[src/sv/dllm_pkg.sv]
// ---------------------------------------------------------------------------
// Decaying load latency monitor package
// Payload types, widths, decay and saturation helpers.
// ---------------------------------------------------------------------------
package dllm_pkg;

    localparam int ACC_W      = 32;
    localparam int CNT16_W    = 16;
    localparam int GAP_W      = 4;
    localparam int MUL_B_W    = CNT16_W + 2;
    localparam int MUL_STEPS  = MUL_B_W;
    localparam int QUO_W      = ACC_W - 2;
    localparam int DIV_STEPS  = QUO_W;
    localparam int STEP_CNT_W = 5;

    localparam logic [ACC_W-1:0] ACC_MAX = {ACC_W{1'b1}};
    localparam logic [ACC_W-1:0] MAX_GAP = ACC_W'(8);

    // Configuration register indexes.
    localparam logic CFG_TARGET_AVG  = 1'b0;
    localparam logic CFG_TARGET_PEAK = 1'b1;

    typedef struct packed {
        logic [ACC_W-1:0]   now_seconds;
        logic [CNT16_W-1:0] work_count;
        logic               latency_valid;
        logic [CNT16_W-1:0] latency_ms;
    } dllm_in_t;

    typedef struct packed {
        logic [ACC_W-1:0] load_count;
        logic [ACC_W-1:0] avg_latency;
        logic [ACC_W-1:0] peak_latency;
        logic             over_target;
    } dllm_out_t;

    // Handshake between the sequencer and a serial arithmetic unit.
    typedef struct packed {
        logic busy;
        logic done;
    } dllm_unit_stat_t;

    function automatic logic [ACC_W-1:0] sat_add(input logic [ACC_W-1:0] a,
                                                 input logic [ACC_W-1:0] b);
        logic [ACC_W:0] s;
        s = {1'b0, a} + {1'b0, b};
        return s[ACC_W] ? ACC_MAX : s[ACC_W-1:0];
    endfunction

    // Removes ceil(x/4).
    function automatic logic [ACC_W-1:0] decay_up(input logic [ACC_W-1:0] x);
        return x - (x >> 2) - ACC_W'(|x[1:0]);
    endfunction

    // Removes floor(x/4).
    function automatic logic [ACC_W-1:0] decay_down(input logic [ACC_W-1:0] x);
        return x - (x >> 2);
    endfunction

endpackage

[src/sv/dllm_mul.sv]
// ---------------------------------------------------------------------------
// Serial saturating multiplier
// Shift-and-add over one multiplier bit per cycle, MSB first; the product
// clamps to the accumulator maximum.
// ---------------------------------------------------------------------------
module dllm_mul
    import dllm_pkg::*;
(
    input  logic                  aclk,
    input  logic                  aresetn,
    input  logic                  start,
    input  logic [ACC_W-1:0]      a_in,
    input  logic [MUL_B_W-1:0]    b_in,
    output dllm_unit_stat_t       stat,
    output logic [ACC_W-1:0]      prod
);

    logic [ACC_W-1:0]      a_reg, a_next;
    logic [MUL_B_W-1:0]    b_reg, b_next;
    logic [ACC_W-1:0]      p_reg, p_next;
    logic                  sat_reg, sat_next;
    logic [STEP_CNT_W-1:0] cnt_reg, cnt_next;
    logic                  busy_reg, busy_next;
    logic                  done_reg, done_next;
    logic [ACC_W+1:0]      sum;

    always_comb begin
        a_next    = a_reg;
        b_next    = b_reg;
        p_next    = p_reg;
        sat_next  = sat_reg;
        cnt_next  = cnt_reg;
        busy_next = busy_reg;
        done_next = 1'b0;
        sum = {1'b0, p_reg, 1'b0} + {2'b00, (b_reg[MUL_B_W-1] ? a_reg : '0)};
        if (start) begin
            a_next    = a_in;
            b_next    = b_in;
            p_next    = '0;
            sat_next  = 1'b0;
            cnt_next  = STEP_CNT_W'(MUL_STEPS - 1);
            busy_next = 1'b1;
        end else if (busy_reg) begin
            // The partial product only grows, so clamping early is exact.
            p_next   = sum[ACC_W-1:0];
            sat_next = sat_reg | (|sum[ACC_W+1:ACC_W]);
            b_next   = {b_reg[MUL_B_W-2:0], 1'b0};
            if (cnt_reg == '0) begin
                busy_next = 1'b0;
                done_next = 1'b1;
            end else begin
                cnt_next = cnt_reg - 1'b1;
            end
        end
    end

    always_ff @(posedge aclk) begin
        if (!aresetn) begin
            busy_reg <= 1'b0;
            done_reg <= 1'b0;
            cnt_reg  <= '0;
        end else begin
            busy_reg <= busy_next;
            done_reg <= done_next;
            cnt_reg  <= cnt_next;
        end
        a_reg   <= a_next;
        b_reg   <= b_next;
        p_reg   <= p_next;
        sat_reg <= sat_next;
    end

    assign stat.busy = busy_reg;
    assign stat.done = done_reg;
    assign prod      = sat_reg ? ACC_MAX : p_reg;

endmodule

[src/sv/dllm_div.sv]
// ---------------------------------------------------------------------------
// Serial two-lane divider
// Restoring division, one quotient bit per cycle, of two dividends by a
// shared divisor.
// ---------------------------------------------------------------------------
module dllm_div
    import dllm_pkg::*;
(
    input  logic                  aclk,
    input  logic                  aresetn,
    input  logic                  start,
    input  logic [QUO_W-1:0]      num_a,
    input  logic [QUO_W-1:0]      num_b,
    input  logic [ACC_W-1:0]      den,
    output dllm_unit_stat_t       stat,
    output logic [QUO_W-1:0]      quo_a,
    output logic [QUO_W-1:0]      quo_b
);

    logic [1:0][QUO_W-1:0] n_reg, n_next;
    logic [1:0][ACC_W-1:0] r_reg, r_next;
    logic [ACC_W-1:0]      d_reg, d_next;
    logic [STEP_CNT_W-1:0] cnt_reg, cnt_next;
    logic                  busy_reg, busy_next;
    logic                  done_reg, done_next;
    logic [1:0][ACC_W:0]   r_sh;
    logic [1:0]            ge;

    always_comb begin
        n_next    = n_reg;
        r_next    = r_reg;
        d_next    = d_reg;
        cnt_next  = cnt_reg;
        busy_next = busy_reg;
        done_next = 1'b0;
        for (int i = 0; i < 2; i++) begin
            r_sh[i] = {r_reg[i], n_reg[i][QUO_W-1]};
            ge[i]   = r_sh[i] >= {1'b0, d_reg};
        end
        if (start) begin
            n_next[0] = num_a;
            n_next[1] = num_b;
            r_next    = '0;
            d_next    = den;
            cnt_next  = STEP_CNT_W'(DIV_STEPS - 1);
            busy_next = 1'b1;
        end else if (busy_reg) begin
            // The remainder stays below the divisor, so it fits ACC_W bits.
            for (int i = 0; i < 2; i++) begin
                r_next[i] = ge[i] ? ACC_W'(r_sh[i] - {1'b0, d_reg}) : r_sh[i][ACC_W-1:0];
                n_next[i] = {n_reg[i][QUO_W-2:0], ge[i]};
            end
            if (cnt_reg == '0) begin
                busy_next = 1'b0;
                done_next = 1'b1;
            end else begin
                cnt_next = cnt_reg - 1'b1;
            end
        end
    end

    always_ff @(posedge aclk) begin
        if (!aresetn) begin
            busy_reg <= 1'b0;
            done_reg <= 1'b0;
            cnt_reg  <= '0;
        end else begin
            busy_reg <= busy_next;
            done_reg <= done_next;
            cnt_reg  <= cnt_next;
        end
        n_reg <= n_next;
        r_reg <= r_next;
        d_reg <= d_next;
    end

    assign stat.busy = busy_reg;
    assign stat.done = done_reg;
    assign quo_a     = n_reg[0];
    assign quo_b     = n_reg[1];

endmodule

[src/sv/decaying_load_latency_monitor.sv]
// ---------------------------------------------------------------------------
// Decaying load latency monitor
// Ages load and latency accumulators per second, folds in each transaction
// and reports load, average and peak latency and an over-target flag.
// ---------------------------------------------------------------------------
//  channel  ports                         direction  payload
//  s        s_valid s_ready s_data        in         dllm_in_t
//  m        m_valid m_ready m_data        out        dllm_out_t
//  cfg      cfg_we cfg_index cfg_wdata    in         16-bit target register
//
// One transaction at a time; the time it takes is set by the decay loop
// (gap <= 8), the bit-serial multiplier, which runs only with a latency
// sample, and the bit-serial divider, which runs only when the event count
// is nonzero.
// Reset is synchronous and active low and clears all accumulators and targets.
// A finished result waits in the output register; a new transaction is taken
// meanwhile and is held at its last step until the output register frees.
// ---------------------------------------------------------------------------
module decaying_load_latency_monitor
    import dllm_pkg::*;
(
    input  logic            aclk,
    input  logic            aresetn,
    input  logic            s_valid,
    output logic            s_ready,
    input  dllm_in_t        s_data,
    output logic            m_valid,
    input  logic            m_ready,
    output dllm_out_t       m_data,
    input  logic            cfg_we,
    input  logic            cfg_index,
    input  logic [15:0]     cfg_wdata
);

    localparam logic [2:0] ST_IDLE  = 3'd0;
    localparam logic [2:0] ST_CHECK = 3'd1;
    localparam logic [2:0] ST_AGE   = 3'd2;
    localparam logic [2:0] ST_ADD   = 3'd3;
    localparam logic [2:0] ST_MUL   = 3'd4;
    localparam logic [2:0] ST_DIVS  = 3'd5;
    localparam logic [2:0] ST_DIV   = 3'd6;
    localparam logic [2:0] ST_FIN   = 3'd7;

    logic [2:0]         state_reg, state_next;
    dllm_in_t           in_reg, in_next;
    logic [ACC_W-1:0]   last_reg, last_next;
    logic [ACC_W-1:0]   count_reg, count_next;
    logic [ACC_W-1:0]   event_reg, event_next;
    logic [ACC_W-1:0]   sum_reg, sum_next;
    logic [ACC_W-1:0]   peak_reg, peak_next;
    logic [GAP_W-1:0]   gap_reg, gap_next;
    logic [CNT16_W-1:0] tavg_reg, tavg_next;
    logic [CNT16_W-1:0] tpeak_reg, tpeak_next;
    logic               m_valid_reg, m_valid_next;
    dllm_out_t          m_data_reg, m_data_next;

    logic [ACC_W-1:0]   diff;
    logic [CNT16_W-1:0] lat_eff;
    logic [ACC_W-1:0]   ev_inc;
    logic [ACC_W-1:0]   avg_val;
    logic [ACC_W-1:0]   peak_val;

    logic               mul_start;
    dllm_unit_stat_t    mul_stat;
    logic [ACC_W-1:0]   mul_prod;
    logic               div_start;
    dllm_unit_stat_t    div_stat;
    logic [QUO_W-1:0]   quo_avg;
    logic [QUO_W-1:0]   quo_peak;

    dllm_mul u_mul (
        .aclk    (aclk),
        .aresetn (aresetn),
        .start   (mul_start),
        .a_in    (ev_inc),
        .b_in    ({lat_eff, 2'b00}),
        .stat    (mul_stat),
        .prod    (mul_prod)
    );

    // floor(x / (4e)) equals floor(floor(x/4) / e).
    dllm_div u_div (
        .aclk    (aclk),
        .aresetn (aresetn),
        .start   (div_start),
        .num_a   (sum_reg[ACC_W-1:2]),
        .num_b   (peak_reg[ACC_W-1:2]),
        .den     (event_reg),
        .stat    (div_stat),
        .quo_a   (quo_avg),
        .quo_b   (quo_peak)
    );

    assign diff    = in_reg.now_seconds - last_reg;
    assign lat_eff = (in_reg.latency_ms == CNT16_W'(1)) ? '0 : in_reg.latency_ms;
    assign ev_inc  = sat_add(event_reg, ACC_W'(1));

    always_comb begin
        if (event_reg == '0) begin
            avg_val  = '0;
            peak_val = '0;
        end else begin
            avg_val  = {2'b00, quo_avg};
            peak_val = {2'b00, quo_peak};
        end
    end

    always_comb begin
        state_next   = state_reg;
        in_next      = in_reg;
        last_next    = last_reg;
        count_next   = count_reg;
        event_next   = event_reg;
        sum_next     = sum_reg;
        peak_next    = peak_reg;
        gap_next     = gap_reg;
        tavg_next    = tavg_reg;
        tpeak_next   = tpeak_reg;
        m_data_next  = m_data_reg;
        m_valid_next = m_valid_reg & ~m_ready;
        mul_start    = 1'b0;
        div_start    = 1'b0;

        if (cfg_we) begin
            unique case (cfg_index)
                CFG_TARGET_AVG:  tavg_next  = cfg_wdata;
                CFG_TARGET_PEAK: tpeak_next = cfg_wdata;
                default:         tavg_next  = tavg_reg;
            endcase
        end

        unique case (state_reg)
            ST_IDLE: begin
                if (s_valid) begin
                    in_next    = s_data;
                    state_next = ST_CHECK;
                end
            end
            ST_CHECK: begin
                last_next = in_reg.now_seconds;
                if (in_reg.now_seconds == last_reg) begin
                    state_next = ST_ADD;
                end else if (in_reg.now_seconds < last_reg || diff > MAX_GAP) begin
                    count_next = '0;
                    event_next = '0;
                    sum_next   = '0;
                    peak_next  = '0;
                    state_next = ST_ADD;
                end else begin
                    gap_next   = diff[GAP_W-1:0];
                    state_next = ST_AGE;
                end
            end
            ST_AGE: begin
                count_next = decay_up(count_reg);
                event_next = decay_up(event_reg);
                sum_next   = decay_down(sum_reg);
                peak_next  = decay_down(peak_reg);
                gap_next   = gap_reg - 1'b1;
                if (gap_reg == GAP_W'(1)) begin
                    state_next = ST_ADD;
                end
            end
            ST_ADD: begin
                count_next = sat_add(count_reg, ACC_W'(in_reg.work_count));
                if (in_reg.latency_valid) begin
                    event_next = ev_inc;
                    sum_next   = sat_add(sum_reg, ACC_W'(lat_eff));
                    peak_next  = sat_add(peak_reg, ACC_W'(lat_eff));
                    mul_start  = 1'b1;
                    state_next = ST_MUL;
                end else begin
                    state_next = ST_DIVS;
                end
            end
            ST_MUL: begin
                if (mul_stat.done) begin
                    if (peak_reg < mul_prod) begin
                        peak_next = mul_prod;
                    end
                    state_next = ST_DIVS;
                end
            end
            ST_DIVS: begin
                if (event_reg == '0) begin
                    state_next = ST_FIN;
                end else begin
                    div_start  = 1'b1;
                    state_next = ST_DIV;
                end
            end
            ST_DIV: begin
                if (div_stat.done) begin
                    state_next = ST_FIN;
                end
            end
            ST_FIN: begin
                if (!m_valid_reg || m_ready) begin
                    m_data_next.load_count   = count_reg >> 2;
                    m_data_next.avg_latency  = avg_val;
                    m_data_next.peak_latency = peak_val;
                    m_data_next.over_target  =
                        (tpeak_reg != '0 && peak_val > ACC_W'(tpeak_reg)) ||
                        (tavg_reg != '0 && avg_val > ACC_W'(tavg_reg));
                    m_valid_next = 1'b1;
                    state_next   = ST_IDLE;
                end
            end
            default: state_next = ST_IDLE;
        endcase
    end

    always_ff @(posedge aclk) begin
        if (!aresetn) begin
            state_reg   <= ST_IDLE;
            last_reg    <= '0;
            count_reg   <= '0;
            event_reg   <= '0;
            sum_reg     <= '0;
            peak_reg    <= '0;
            gap_reg     <= '0;
            tavg_reg    <= '0;
            tpeak_reg   <= '0;
            m_valid_reg <= 1'b0;
        end else begin
            state_reg   <= state_next;
            last_reg    <= last_next;
            count_reg   <= count_next;
            event_reg   <= event_next;
            sum_reg     <= sum_next;
            peak_reg    <= peak_next;
            gap_reg     <= gap_next;
            tavg_reg    <= tavg_next;
            tpeak_reg   <= tpeak_next;
            m_valid_reg <= m_valid_next;
        end
        in_reg     <= in_next;
        m_data_reg <= m_data_next;
    end

    assign s_ready = (state_reg == ST_IDLE);
    assign m_valid = m_valid_reg;
    assign m_data  = m_data_reg;

endmodule

[config.mk]
export PLATFORM = sky130hd
export DESIGN_NAME = decaying_load_latency_monitor
export DESIGN_NICKNAME = d
export VERILOG_FILES = /design/src/sv/dllm_pkg.sv /design/src/sv/dllm_mul.sv /design/src/sv/dllm_div.sv /design/src/sv/decaying_load_latency_monitor.sv
export SDC_FILE = /design/constraint.sdc
export NUM_CORES = 2
export LEC_CHECK = 0
export BUFFER_PORTS_ARGS = -buffer_cell sky130_fd_sc_hd__buf_2
export CAP_MARGIN = 10
export CORE_UTILIZATION = 39
export DETAILED_ROUTE_END_ITERATION = 8
export PLACE_DENSITY = 0.54
export SLEW_MARGIN = 20
export SYNTH_ARGS = -nofsm -noshare
export SYNTH_HDL_FRONTEND = slang
export SYNTH_SLANG_ARGS = --single-unit
[constraint.sdc]
create_clock -name aclk -period 15.1 [get_ports aclk]
set_input_delay 1.51 -clock aclk [delete_from_list [all_inputs] [get_ports aclk]]
set_output_delay 1.51 -clock aclk [all_outputs]
set_load 0.05 [all_outputs]
## Word-level counts from Yosys, hierarchy flattened

Cells that the tools add are included.

- Register bits: 611
- Bits of input ports: 87
- Output and inout bits: 99
- Logic and storage cells: 186

- Add/subtract/negate cells: 17
- Order comparisons: 7
- Equality and inequality tests: 22
- Mux-type cells: 59
- Bitwise operators: 9
- Reduce and logical (&&, ||, !) cells: 37

Operators by type and width:

| cell | number |
|---|---|
| $mux 32 | 15 |
| $pmux 32 s3 | 3 |
| $pmux 32 s4 | 1 |
| $sub 32x30->32 | 4 |
| $mux 60 | 2 |
| $add 32x16->33 | 3 |
| $sub 32x32->32 | 3 |
| $ge 33x32->1 | 2 |
| $gt 32x16->1 | 2 |
| $lt 32x32->1 | 2 |
| $sub 32x1->32 | 2 |
| $mux 30 | 2 |
| $mux 18 | 2 |
| $add 33x32->34 | 1 |
| $add 32x1->33 const B | 1 |
| $eq 32x32->1 | 1 |
| $gt 32x4->1 const B | 1 |
| $logic_not 32->1 | 1 |
| $reduce_bool 16->1 | 2 |
| $mux 5 | 6 |
| $pmux 3 s8 | 1 |
| $ne 2x2->1 const B | 10 |
| $mux 1 | 18 |
| $eq 16x1->1 const B | 1 |
| 29 further kinds | 65 |

## Logic depth before layout (Yosys ltp)

- Depth in word-level cells: 6
- Mapped depth: 23
- Mapped depth without buffers: 19

## By module

A second synthesis with hierarchy kept.

- Cell total of the unflattened synthesis: 5152
- Area, all modules: 44771.7 um2

Modules (own cells, without submodules):

| module | times used | cells each | area each (um2) | seq. area each (um2) |
|---|---|---|---|---|
| decaying_load_latency_monitor | 1 | 3608 | 29259.3 | 8688.3 |
| dllm_div | 1 | 1021 | 10199.8 | 4184.0 |
| dllm_mul | 1 | 523 | 5312.6 | 2302.2 |

## Worst setup path after synthesis

Ideal clock, no wire load.

- Kind: in2reg
- From: input port m_ready
- To: register m_data_reg (netlist bit m_data[0]), enable pin
- Library setup time: 0.543 ns
- Data arrival time: 5.414 ns
- Data required time: 14.557 ns
- Setup slack: 9.143 ns
- Stages on the path: 2
- Buffers on the path: 0
- Cells stage by stage: nor2b_1 > nor2_1

- Cells in the longest elaborated chain, start to end: 2

RTL lines:

| element | RTL line | RTL |
|---|---|---|
| start, declared | decaying_load_latency_monitor.sv:28 | `input logic m_ready,` |
| $logic_or 1x1->1 | decaying_load_latency_monitor.sv:198 | `if (!m_valid_reg \|\| m_ready) begin` |
| $reduce_and 2->1 (no line) | - |  |
| end signal, assigned | decaying_load_latency_monitor.sv:238 | `m_data_reg <= m_data_next;` |
| end, declared | decaying_load_latency_monitor.sv:55 | `dllm_out_t m_data_reg, m_data_next;` |

Every way passes these cells.
A chain may end at the register's enable or synchronous reset.

## Worst setup path in the final report

- From: register in_reg[47] (netlist name)
- To: register sum_reg[31]

- Cells in the longest elaborated chain, start to end: 5
- Elaborated cells between the ends (all ways): 8
- Classes of those cells: add/sub (1); order compare (2); eq/ne (3); reduce/logical (2)

RTL lines:

| element | RTL line | RTL |
|---|---|---|
| start, declared | decaying_load_latency_monitor.sv:45 | `dllm_in_t in_reg, in_next;` |
| start signal, assigned | decaying_load_latency_monitor.sv:237 | `in_reg <= in_next;` |
| $sub 32x32->32 | decaying_load_latency_monitor.sv:94 | `assign diff = in_reg.now_seconds - last_reg;` |
| $gt 32x4->1 | decaying_load_latency_monitor.sv:143 | `end else if (in_reg.now_seconds < last_reg \|\| diff > MAX_GAP) begin` |
| $logic_or 1x1->1 | decaying_load_latency_monitor.sv:143 |  |
| $ne 2x2->1 (no line) | - |  |
| $reduce_and 4->1 (no line) (*) | - |  |
| end signal, assigned | decaying_load_latency_monitor.sv:230 | `sum_reg <= sum_next;` |
| end, declared | decaying_load_latency_monitor.sv:49 | `logic [ACC_W-1:0] sum_reg, sum_next;` |

Mark *: on every way between the ends. The rest lies on a longest branch, timed or not.

==> out/qor.yml <==
finish:
  layout_common_cells: "a21oi_1, nand2_1, inv_1"
  syn_to_final_growth_pct: 11.4
  layout_commonest_cell: "a21oi_1"
  seq_area_sq_um: 15100
  num-nets-final: 5685
  multiInputGateArea_sq_um: 25600
  drive_above_1_share_pct: 7.62
  fillers: 10900
  largest_reg_flops: 91
timing:
  worst_pin_slew_ps: 1040
  maxSlewViolCount: 0
  max_freq_ghz: 0.201
  finalSetupTns_ps: 0
  timing.hold.ws_ps: 452
  skew_ps: 26.5
  period_share_pct: 32.9
  min_period_ps: 4960
  finalHoldViolations: 0
  rsz0062_at_grt: "false"
  relSlewSlack_pct: 30.7
  setup_viol: 0
clock_network:
  path_clk_slew_ps: 60
  cts_tree: "built"
  ctsResizeCount: 0
  cts_setup_buffers: 0
  insertion_delay_ps: 660
  cts_buffers: 76
  root_buffer: "clkbuf_16"
  cts_buffer_depth: 3
  holdBufCountCts: 0
  htree_levels: 3
  cts_sinks: 607
route:
  wl_met1_mm: 59.0
  wl_met2_mm: 54.8
  met3_length_mm: 5.64
  postRouteAntennaNets: 0
  routed.top_layer: "met5"
  drc: 0
  first_pass_iters: 5
  vias: 36400
  vias_per_cell: 5.43
  wl_mm: 122
  wl_per_cell_microns: 18.3
  drt_iter0_markers: 2223
critical_path:
  cp-end-kind: "flip-flop"
  path_class: "flip-flop to flip-flop"
  path_cells: "ha_1 -> nand2_2 -> or3_1 -> or3_1 -> a31o_1 -> a211o_1 -> and3_1 -> nor4_1 -> o211ai_1 -> o31ai_1 -> a21oi_4 -> buf_4 -> buf_4 -> a21boi_0 -> o31ai_1"
  arrival_ps: 5530
  slowest_delay_ps: 580
  critical_path_buf_inv_count: 2
  crit_path_start_kind: "flip-flop"
  cp_top_family: "compound AO/OA/AOI/OAI gates"
  crit_required_ps: 15670
  critPathMaxFanout: 73
  crit_slowest_cell: "o31ai_1"
floorplan:
  start_util_pct: 39.5
  fp.dieH_microns: 334
  io_pins: 186
  rows: 121
  die_w_microns: 334
  die_area_sq_um: 112000
  core_sq_um: 109000
global_routing:
  grt-ovfl-total: 0
  grt_max_degree: 111
  antenna_found_initial: 4
  grt_pass1_wl_mm: 193
  grtUsageTotal_pct: 21.4
  grt_pass1_vias: 35000
synth:
  yosysUniqueCellTypes: 87
  yosysSeqAreaShare_pct: 35.1
  synth-edff-count: 296
  syn_area_sq_um: 43100
  ys_ff_latch: 607
  syn_avg_cell_area_sq_um: 8.46
  synthArstFlopShare_pct: 0
  synthFlopType: "dfxtp_1"
  syn_inst: 5095
  ys_warn_count: 0
placed_design:
  port_buffers: 179
  place.detailed.hpwl_mm: 89.7
  gp_congestion: 0.904
outcome:
  outcome: "finished clean"
power:
  power-per-cell-area_nw_per_um2: 217
  peakVddDrop_uv: 111
  p_leak_nw: 19.6
min_path:
  hold_path.class: "flip-flop to flip-flop"
flow_run:
  maxCapViolations: 0
tightest hold or removal path: stages (launching register included):
cell     delay, ps
dfxtp_1        300
nand2_1         50
a21oi_1         50
Yosys cell counts (all sizes together), types with 73 or more instances:
master	count	share of area, %
and2	115	1.7
nand3	103	1.2
inv	429	3.7
o21ai	339	3.9
ha	424	12
xor2	79	1.6
edfxtp	296	21
a211oi	89	1.6
xnor2	179	3.6
clkbuf	207	1.8
nor2	408	3.6
dfxtp	311	14
nand2	482	4.2
mux2i	100	2.3
a21oi	487	5.7
a21o	127	2.2
nor3	73	0.85
cell type report:
cell class,instances,area share (%)
flip-flops and latches,607,31.5
diodes,1,0.00521
multi-input cells,3832,53.2
clock buffers,100,4.37
well taps,1476,3.85
repair buffers,215,2.43
inverters,430,3.37
clock inverters,42,1.25
layer usage:
metal | global-route usage (%) | vias to the layer above
met2 | 34.5 | 722
met1 | 29.7 | 17000
li1 | - | 18500
met3 | 3.20 | 167
met5 | 0 | -
met4 | 5.82 | 4
through the flow:
| step | power [W] | std cells | area (sq um) | utilization (%) | setup slack (ps) |
|---|---|---|---|---|---|
| 2_1_floorplan | 0.00702 | 5100 | 43100 | - | 9140 |
| 3_3_place_gp | 0.00841 | 6560 | 45300 | 41.5 | 10220 |
| 3_5_place_dp | 0.00842 | 6560 | 45300 | 41.5 | 10150 |
| 4_1_cts | 0.0105 | 6702 | 48000 | 44.0 | 10130 |
| 5_1_grt | 0.0113 | 6702 | 48000 | 44.0 | 9750 |
| 6_report | 0.0104 | 6703 | 48000 | 44.0 | 10140 |
worst paths after layout:
| check | slack (ps) | cells past startpoint | from | endpoint |
|---|---|---|---|---|
| worst min-delay path | 450 | 2 | last_reg[23]$_SDFFE_PN0P_ | last_reg[23]$_SDFFE_PN0P_ |
| worst min register to register | 450 | 2 | last_reg[23]$_SDFFE_PN0P_ | last_reg[23]$_SDFFE_PN0P_ |
| worst max-delay path | 10140 | 15 | in_reg[47]$_DFFE_PP_ | sum_reg[31]$_SDFFE_PN0P_ |
| worst max register to register | 10140 | 15 | in_reg[47]$_DFFE_PP_ | sum_reg[31]$_SDFFE_PN0P_ |
cell families (layout without fill, tap and decap cells):
kind of cell    count (synthesis)  count (layout)  synth area share, %
simple gates                 1539            1539                 17.0
other cells                     1               7              0.00870
mux                           102             102                 2.38
compound gates               1491            1491                 21.6
fa+ha+maj                     436             436                 12.9
buf+inv                       661             787                 5.84
xor+xnor                      258             258                 5.24
flops                         607             607                 35.1
where the power goes:
group	switching (W)	internal, W
Sequential	0.000362	0.00207
Clock	0.000780	0.00119
Combinational	0.00352	0.00251
Total	0.00466	0.00577
No activity file was read; power rests on OpenSTA's default activity.
